**config.mk**
```make
export PLATFORM = sky130hd
export DESIGN_NAME = circular_queue_with_reverse_core
export DESIGN_NICKNAME = d
export VERILOG_FILES = /design/src/hw/rtl/cqr_pkg.sv /design/src/hw/rtl/cqr_regs.sv /design/src/hw/rtl/cqr_ctrl.sv /design/src/hw/rtl/cqr_dp.sv /design/src/hw/rtl/circular_queue_with_reverse_core.sv
export SDC_FILE = /design/constraint.sdc
export NUM_CORES = 1
export LEC_CHECK = 0
export CAP_MARGIN = 20
export CORE_UTILIZATION = 25
export CTS_CLUSTER_SIZE = 25
export DETAILED_ROUTE_END_ITERATION = 16
export DONT_BUFFER_PORTS = 1
export HOLD_SLACK_MARGIN = 0.12
export SLEW_MARGIN = 40
export SYNTH_ARGS = -nofsm -noshare
export SYNTH_HDL_FRONTEND = slang
export SYNTH_SLANG_ARGS = --single-unit
```
**constraint.sdc**
```tcl
create_clock -name i_clk -period 5.4 [get_ports i_clk]
set_input_delay 0.54 -clock i_clk [delete_from_list [all_inputs] [get_ports i_clk]]
set_output_delay 0.54 -clock i_clk [all_outputs]
set_load 0.01 [all_outputs]
```
**src/hw/rtl/cqr_pkg.sv**
```systemverilog
// ----------------------------------------------------------------------------
// cqr_pkg
// types and codes shared by the circular queue modules
// ----------------------------------------------------------------------------
package cqr_pkg;

    localparam logic [1:0] CMD_ENQ = 2'd0;
    localparam logic [1:0] CMD_DEQ = 2'd1;
    localparam logic [1:0] CMD_REV = 2'd2;

    localparam logic [1:0] STAT_OK    = 2'd0;
    localparam logic [1:0] STAT_FULL  = 2'd1;
    localparam logic [1:0] STAT_EMPTY = 2'd2;

    // apb byte address of the capacity register
    localparam logic [1:0] REG_CAPACITY = 2'd0;

    localparam logic [4:0] CAP_RESET = 5'd16;
    localparam logic [4:0] CAP_MIN   = 5'd2;

    typedef struct packed {
        logic [1:0]        command;
        logic signed [31:0] value;
    } t_cmd_item;

    typedef struct packed {
        logic [1:0]        status;
        logic signed [31:0] data;
        logic [3:0]        occupancy;
    } t_res_item;

    typedef enum logic [2:0] {
        S_IDLE,
        S_DEQ,
        S_REV_RD,
        S_REV_WA,
        S_REV_WB
    } t_state;

    // controller to datapath
    typedef struct packed {
        logic       enq;
        logic       deq;
        logic       rev_init;
        logic       rd;
        logic       wr_a;
        logic       wr_b;
        logic       emit;
        logic [1:0] status;
        logic       use_rd;
    } t_dp_ctl;

    // datapath to controller
    typedef struct packed {
        logic full;
        logic empty;
        logic few;
        logic last;
    } t_dp_stat;

endpackage

```
**src/hw/rtl/cqr_regs.sv**
```systemverilog
// ----------------------------------------------------------------------------
// cqr_regs
// apb register file: capacity register and its clamped working value
// ----------------------------------------------------------------------------
module cqr_regs #(
    parameter int DEPTH = 16,
    parameter int PW    = 6
) (
    input  logic          i_clk,
    input  logic          i_rst_n,
    input  logic          psel,
    input  logic          penable,
    input  logic          pwrite,
    input  logic [1:0]    paddr,
    input  logic [31:0]   pwdata,
    output logic [31:0]   prdata,
    output logic          pready,
    output logic          o_cap_wr,
    output logic [PW-1:0] o_cap
);
    import cqr_pkg::*;

    localparam logic [PW-1:0] DEPTH_W = PW'(DEPTH);

    logic [4:0]    r_cap;
    logic [PW-1:0] cap_ext;
    logic          wr_hit;

    assign pready = 1'b1;
    assign wr_hit = psel && penable && pwrite && (paddr == REG_CAPACITY);

    always_ff @(posedge i_clk) begin
        if (!i_rst_n) begin
            r_cap <= CAP_RESET;
        end else if (wr_hit) begin
            r_cap <= pwdata[4:0];
        end
    end

    assign o_cap_wr = wr_hit;
    assign prdata   = (paddr == REG_CAPACITY) ? {27'd0, r_cap} : 32'd0;
    assign cap_ext  = PW'(r_cap);

    always_comb begin
        if (r_cap < CAP_MIN) begin
            o_cap = PW'(CAP_MIN);
        end else if (cap_ext > DEPTH_W) begin
            o_cap = DEPTH_W;
        end else begin
            o_cap = cap_ext;
        end
    end

endmodule

```
**src/hw/rtl/cqr_ctrl.sv**
```systemverilog
// ----------------------------------------------------------------------------
// cqr_ctrl
// command sequencer: decodes items, steps the dequeue read and the reverse swap loop
// ----------------------------------------------------------------------------
module cqr_ctrl (
    input  logic              i_clk,
    input  logic              i_rst_n,
    input  logic              start,
    input  logic [1:0]        i_command,
    input  cqr_pkg::t_dp_stat i_stat,
    output cqr_pkg::t_dp_ctl  o_ctl,
    output logic              busy
);
    import cqr_pkg::*;

    t_state r_state;
    t_state n_state;

    always_ff @(posedge i_clk) begin
        if (!i_rst_n) begin
            r_state <= S_IDLE;
        end else begin
            r_state <= n_state;
        end
    end

    always_comb begin
        n_state = r_state;
        o_ctl   = '0;
        unique case (r_state)
            S_IDLE: begin
                if (start) begin
                    unique case (i_command)
                        CMD_ENQ: begin
                            o_ctl.emit = 1'b1;
                            if (i_stat.full) begin
                                o_ctl.status = STAT_FULL;
                            end else begin
                                o_ctl.enq    = 1'b1;
                                o_ctl.status = STAT_OK;
                            end
                        end
                        CMD_DEQ: begin
                            if (i_stat.empty) begin
                                o_ctl.emit   = 1'b1;
                                o_ctl.status = STAT_EMPTY;
                            end else begin
                                o_ctl.deq = 1'b1;
                                o_ctl.rd  = 1'b1;
                                n_state   = S_DEQ;
                            end
                        end
                        CMD_REV: begin
                            // fewer than two entries: nothing to swap
                            if (i_stat.few) begin
                                o_ctl.emit   = 1'b1;
                                o_ctl.status = STAT_OK;
                            end else begin
                                o_ctl.rev_init = 1'b1;
                                n_state        = S_REV_RD;
                            end
                        end
                        default: begin
                            o_ctl.emit   = 1'b1;
                            o_ctl.status = STAT_OK;
                        end
                    endcase
                end
            end
            S_DEQ: begin
                o_ctl.emit   = 1'b1;
                o_ctl.status = STAT_OK;
                o_ctl.use_rd = 1'b1;
                n_state      = S_IDLE;
            end
            S_REV_RD: begin
                o_ctl.rd = 1'b1;
                n_state  = S_REV_WA;
            end
            S_REV_WA: begin
                o_ctl.wr_a = 1'b1;
                n_state    = S_REV_WB;
            end
            S_REV_WB: begin
                o_ctl.wr_b = 1'b1;
                if (i_stat.last) begin
                    o_ctl.emit   = 1'b1;
                    o_ctl.status = STAT_OK;
                    n_state      = S_IDLE;
                end else begin
                    n_state = S_REV_RD;
                end
            end
            default: begin
                n_state = S_IDLE;
            end
        endcase
    end

    assign busy = (r_state != S_IDLE);

endmodule

```
**src/hw/rtl/cqr_dp.sv**
```systemverilog
// ----------------------------------------------------------------------------
// cqr_dp
// datapath: slot memory, ring pointers, swap pointers and result register
// ----------------------------------------------------------------------------
module cqr_dp #(
    parameter int DEPTH = 16,
    parameter int AW    = 4,
    parameter int PW    = 6
) (
    input  logic               i_clk,
    input  logic               i_rst_n,
    input  logic               i_clr,
    input  logic [PW-1:0]      i_cap,
    input  logic signed [31:0] i_value,
    input  cqr_pkg::t_dp_ctl   i_ctl,
    output cqr_pkg::t_dp_stat  o_stat,
    output logic               o_valid,
    output cqr_pkg::t_res_item o_res
);
    import cqr_pkg::*;

    logic signed [31:0] mem [DEPTH];

    logic [PW-1:0] r_head, n_head;
    logic [PW-1:0] r_tail, n_tail;
    logic [PW-1:0] r_pa, n_pa;
    logic [PW-1:0] r_pb, n_pb;
    logic [PW-1:0] r_cnt, n_cnt;
    logic signed [31:0] r_rd_a, r_rd_b;

    logic               r_valid;
    logic [1:0]         r_status;
    logic signed [31:0] r_data;
    logic [3:0]         r_occ;

    logic [PW-1:0]      head_inc, tail_inc, occ_now, occ_next;
    logic [PW-1:0]      rd_addr, wr_addr;
    logic               wr_en;
    logic signed [31:0] wr_data;

    function automatic logic [PW-1:0] f_inc(input logic [PW-1:0] x, input logic [PW-1:0] c);
        logic [PW-1:0] y;
        y = x + PW'(1);
        return (y == c) ? '0 : y;
    endfunction

    function automatic logic [PW-1:0] f_dec(input logic [PW-1:0] x, input logic [PW-1:0] c);
        return (x == '0) ? (c - PW'(1)) : (x - PW'(1));
    endfunction

    function automatic logic [PW-1:0] f_occ(input logic [PW-1:0] h, input logic [PW-1:0] t,
                                            input logic [PW-1:0] c);
        return (t >= h) ? (t - h) : (t + c - h);
    endfunction

    assign head_inc = f_inc(r_head, i_cap);
    assign tail_inc = f_inc(r_tail, i_cap);
    assign occ_now  = f_occ(r_head, r_tail, i_cap);

    assign o_stat.full  = (tail_inc == r_head);
    assign o_stat.empty = (r_head == r_tail);
    assign o_stat.few   = (occ_now < PW'(2));
    assign o_stat.last  = (r_cnt == PW'(1));

    // ring and swap pointers
    always_comb begin
        n_head = r_head;
        n_tail = r_tail;
        n_pa   = r_pa;
        n_pb   = r_pb;
        n_cnt  = r_cnt;
        if (i_clr) begin
            n_head = '0;
            n_tail = '0;
        end else if (i_ctl.enq) begin
            n_tail = tail_inc;
        end else if (i_ctl.deq) begin
            // last entry leaves: both pointers return to slot zero
            if (head_inc == r_tail) begin
                n_head = '0;
                n_tail = '0;
            end else begin
                n_head = head_inc;
            end
        end else if (i_ctl.rev_init) begin
            n_pa  = head_inc;
            n_pb  = r_tail;
            n_cnt = occ_now >> 1;
        end else if (i_ctl.wr_b) begin
            n_pa  = f_inc(r_pa, i_cap);
            n_pb  = f_dec(r_pb, i_cap);
            n_cnt = r_cnt - PW'(1);
        end
    end

    assign occ_next = f_occ(n_head, n_tail, i_cap);

    always_ff @(posedge i_clk) begin
        if (!i_rst_n) begin
            r_head  <= '0;
            r_tail  <= '0;
            r_cnt   <= '0;
            r_valid <= 1'b0;
        end else begin
            r_head  <= n_head;
            r_tail  <= n_tail;
            r_cnt   <= n_cnt;
            r_valid <= i_ctl.emit;
        end
    end

    always_ff @(posedge i_clk) begin
        r_pa <= n_pa;
        r_pb <= n_pb;
        if (i_ctl.emit) begin
            r_status <= i_ctl.status;
            r_data   <= i_ctl.use_rd ? r_rd_a : 32'sd0;
            r_occ    <= occ_next[3:0];
        end
    end

    // one write port, two registered read ports
    assign wr_en   = i_ctl.enq || i_ctl.wr_a || i_ctl.wr_b;
    assign wr_addr = i_ctl.enq ? tail_inc : (i_ctl.wr_a ? r_pa : r_pb);
    assign wr_data = i_ctl.enq ? i_value : (i_ctl.wr_a ? r_rd_b : r_rd_a);
    assign rd_addr = i_ctl.deq ? head_inc : r_pa;

    always_ff @(posedge i_clk) begin
        if (wr_en) begin
            mem[wr_addr[AW-1:0]] <= wr_data;
        end
        if (i_ctl.rd) begin
            r_rd_a <= mem[rd_addr[AW-1:0]];
            r_rd_b <= mem[r_pb[AW-1:0]];
        end
    end

    assign o_valid         = r_valid;
    assign o_res.status    = r_status;
    assign o_res.data      = r_data;
    assign o_res.occupancy = r_occ;

endmodule

```
**src/hw/rtl/circular_queue_with_reverse_core.sv**
```systemverilog
// ----------------------------------------------------------------------------
// circular_queue_with_reverse_core
// ring-buffer fifo of signed words with in-place reversal
// ----------------------------------------------------------------------------
// An item is a command (enqueue, dequeue, reverse) with a value, taken at a
// clock edge where start is high and busy is low. Every item gives one result
// (status, data, occupancy) on o_res, marked by o_valid for one cycle; the
// receiver cannot stall, so results are simply taken as they appear.
// From the accepting edge to the result:
//   enqueue, full enqueue, empty dequeue, short reverse, unused code: result in
//     the next cycle, and busy stays low, so one such item is taken every cycle
//   dequeue of a stored entry: registered memory read, then result register
//   reverse of n entries: floor(n/2) pairs, each a read on both memory read
//     ports then one write per slot; the result register follows the last pair
// busy is high while a dequeue read or a reverse swap loop is in progress.
// A ring of capacity slots holds capacity-1 entries; capacity is the APB
// register at byte address 0, clamped to 2..DEPTH, and writing it empties
// the queue. Reset empties the queue and sets capacity to 16; slot contents
// are not cleared, and only written slots are read for results or swaps.
module circular_queue_with_reverse_core #(
    parameter int DEPTH = 16
) (
    input  logic               i_clk,
    input  logic               i_rst_n,
    input  logic               start,
    output logic               busy,
    input  cqr_pkg::t_cmd_item i_cmd,
    output logic               o_valid,
    output cqr_pkg::t_res_item o_res,
    input  logic               psel,
    input  logic               penable,
    input  logic               pwrite,
    input  logic [1:0]         paddr,
    input  logic [31:0]        pwdata,
    output logic [31:0]        prdata,
    output logic               pready
);
    import cqr_pkg::*;

    localparam int AW = $clog2(DEPTH);
    localparam int PW = ((AW > 5) ? AW : 5) + 1;

    logic          cap_wr;
    logic [PW-1:0] cap;
    t_dp_ctl       ctl;
    t_dp_stat      stat;

    cqr_regs #(
        .DEPTH (DEPTH),
        .PW    (PW)
    ) u_regs (
        .i_clk    (i_clk),
        .i_rst_n  (i_rst_n),
        .psel     (psel),
        .penable  (penable),
        .pwrite   (pwrite),
        .paddr    (paddr),
        .pwdata   (pwdata),
        .prdata   (prdata),
        .pready   (pready),
        .o_cap_wr (cap_wr),
        .o_cap    (cap)
    );

    cqr_ctrl u_ctrl (
        .i_clk     (i_clk),
        .i_rst_n   (i_rst_n),
        .start     (start),
        .i_command (i_cmd.command),
        .i_stat    (stat),
        .o_ctl     (ctl),
        .busy      (busy)
    );

    cqr_dp #(
        .DEPTH (DEPTH),
        .AW    (AW),
        .PW    (PW)
    ) u_dp (
        .i_clk   (i_clk),
        .i_rst_n (i_rst_n),
        .i_clr   (cap_wr),
        .i_cap   (cap),
        .i_value (i_cmd.value),
        .i_ctl   (ctl),
        .o_stat  (stat),
        .o_valid (o_valid),
        .o_res   (o_res)
    );

endmodule

```
==> metrics.md <==
| Metric | Value |
|---|---|
| Yosys top cell area share | 0.578 |
| Initial DRC count | roughly 2.3k |
| Post-CTS setup buffers | 0 |
| Kind of critical path | flop to flop |
| Worst-path fanout max | 9 |
| Post-DP HPWL | 54900 um |
| CTS buffer count | 69 |
| Clk slew on worst S/H paths | approximately 60 ps |
| Initial antenna violation count | 7 |
| Critical path launch point type | flop |
| Worst path slowest cell | fa_1 |
| Hold buffers post-CTS | 6 |
| Min-Delay Path Class | input pin to flop |
| Io pins | 147 |
| Fmax | approximately 210 MHz |
| Post-CTS Resized | 0 |
| Skew-Pair Late Insertion Delay | between 600 and 700 ps |
| GRT Overall Usage | 0.147 |
| Avg WL per Cell | roughly 24 um |
| CTS tree | done |
| VDD IR max | roughly 0.18 mV |
| Final Cycle Share | 0.887 |
| Dominant cells by area after synthesis | edfxtp_1 (58%), mux4_2 (8.7%), nand2_1 (4.3%) |
| WP data arrival | 5140 ps |
| Post-place setup slack | roughly 360 ps |
| Sink Count | 653 |
| Via density | 5.26 |
| Worst Clk Skew | 26.2 ps |
| Yosys cell types | 86 |
| Max incr delay on CP | 500 ps |
| Most frequent cell on the critical path | inv_1 |
| RSZ-0062 raised after global routing | false |
| Routed via count | roughly 22k |
| Full die area | around 130000 sq um |
| # DRC | 0 |
| Cell leakage power | between 10 and 15 nW |
| Post-Route WL | just under 100000 um |
| Rows | between 100 and 150 |
| Fill count | ~13k |
| Sequential Area | about 19000 sq um |
| I/O Buffers | 0 |
| Cell taking the most area after synthesis | edfxtp_1 |
| Synth Instances | 2453 |
| Final setup fails | 0 |
| Final ANT Viol Nets | 0 |
| Post-Layout Cell Count | 4199 |
| Area growth syn-to-layout | 14.6% |
| Cells after DPL | ~4k |
| H-Tree Depth | 3 |
| Fin crit period | about 4800 ps |
| Synth Register Bits | roughly 650 |
| Overall power | 0.0108 W |
| Pin count of the biggest net entering global routing | ~170 |
| GR Overflow Total | 0 |
| Area of the multi-input gates | around 12000 sq um |
| Most common cell in the netlist | edfxtp_1 |
| Commonest cells in the synthesized netlist | edfxtp_1 (626), nand2_1 (370), and3_1 (133), clkbuf_1 (133), a311oi_1 (128) |
| First-pass GRT wire length | 144000 um |
| Synth warn | 0 |
| Placer congestion estimate | ~0.84 |
| Setup TNS | 0 ps |
| Nets | 2533 |
| WHS | ~220 ps |
| Die width | 363 um |
| Vert. Die Dim | 363 um |
| Max_cap viols | 0 |
| Post-Syn Area | approximately 33000 sq um |
| Setup WS post-layout | just over 600 ps |
| Vias in the first global route | 21.6k |
| Clock root buffer master | clkbuf_16 |
| Sequential fraction of the synthesis area | 0.595 |
| Layout cells sized above 1 | 0.160 |
| Ys flop type | edfxtp_1 |
| Ys async rst share | 0 |
| Drt first pass iters | 6 |
| Core area | 128000 sq um |
| Status | finished, final reports clean |
| Rel. slew slack | 0.417 |
| Initial Util | 0.253 |
| Final hold vios | 0 |
| CP endpoint kind | flop |
| Post-synthesis area per instance | roughly 13 sq um |
| CP Data Required Time | 5750 ps |
| Least-Margin Pin Slew | roughly 900 ps |
| Final max-slew violation count | 0 |
| Pwr Density | between 200 and 300 nW/um^2 |
| CTS max path bufs | 3 |
| Worst path cell trace | inv_1 -> o311a_1 -> inv_1 -> ha_1 -> inv_1 -> and4_1 -> a41oi_2 -> xnor2_1 -> nand4_1 -> and3_1 -> a32oi_1 -> fa_1 -> ha_1 -> a21o_1 -> a21oi_1 -> xnor2_1 -> mux2i_1 -> xor2_1 |
| EDFF count, synth | between 600 and 700 |
-- worst max-delay path: cells and delay by family (launching register included) --
kind / cells / cell delay [ps]
compound gates: 5 / 1180
fa+ha+maj: 3 / 1090
simple gates: 3 / 840
xor+xnor: 3 / 480
flops: 1 / 450
buf+inv: 3 / 380
mux: 1 / 110
-- kinds of logic after synthesis --
logic type | share of synthesized area
compound gates | 0.116
xor+xnor | 0.0129
fa+ha+maj | 0.0181
buf+inv | 0.0387
flops | 0.595
mux | 0.108
other cells | 0.000231
simple gates | 0.111
-- sequential cells by signal, indices dropped and copies added, names as in the netlist, 32 cells and up --
signal	flops
u_dp.r_rd_b	32
u_dp.r_rd_a	32
u_dp.r_data	32
u_dp.mem	512
-- cell usage in the layout, fill, tap and decap left out, types with 43 or more instances in the layout --
master	netlist	routed
and2_1	44	43
and3_1	133	133
nor2_1	85	69
edfxtp_1	626	626
a311oi_1	128	128
a211oi_1	118	118
buf_4	37	59
mux2i_1	64	62
nand2_1	370	366
mux4_2	126	126
clkbuf_16	0	70
-- cell type report --
class | instances | share of cell area
inverter | 38 | 0.00383
timing repair buffer | 101 | 0.0315
antenna | 2 | 0.000134
sequential | 653 | 0.519
clock inverter | 33 | 0.00726
clock buffer | 88 | 0.0488
multi-input combinational | 1555 | 0.331
tap | 1729 | 0.0581
-- final timing paths --
kind	start	endpoint	slack, ps	cells past startpoint
worst max-delay path	u_regs.r_cap[4]$_SDFFE_PN1P_	u_dp.r_occ[3]$_DFFE_PP_	610	18
worst max register to register	u_regs.r_cap[4]$_SDFFE_PN1P_	u_dp.r_occ[3]$_DFFE_PP_	610	18
worst min register to register	u_dp.r_cnt[1]$_SDFFE_PN0P_	u_dp.r_cnt[1]$_SDFFE_PN0P_	490	2
worst min-delay path	start	u_dp.r_status[1]$_DFFE_PP_	220	2
-- power by group --
| part | switching (W) | internal (W) | total (W) |
|---|---|---|---|
| clock | 0.00202 | 0.00254 | 0.00455 |
| sequential | 0.0000672 | 0.00566 | 0.00572 |
| combinational | 0.000335 | 0.000144 | 0.000478 |
| total | 0.00242 | 0.00834 | 0.0108 |
-- per-stage QoR --
stage / area [sq um] / utilization
detailed placement: 35100 / 0.273
finish: 37200 / 0.290
floorplan: 32600 / -
CTS: 37200 / 0.290
global route: 37200 / 0.290
global placement: 34900 / 0.272
-- metal layers --
| metal | vias to the layer above | share of wire | global-route usage | routed length, um |
|---|---|---|---|---|
| met1 | 11300 | 0.40 | 0.186 | 39900 |
| met3 | 189 | 0.077 | 0.0229 | 7620 |
| met4 | 8 | 0.026 | 0.0477 | 2580 |
| li1 | 9566 | - | - | - |
| met5 | - | 0.00053 | 0 | 53 |
| met2 | 1002 | 0.50 | 0.254 | 49300 |
(Power assumes the default switching activity.)
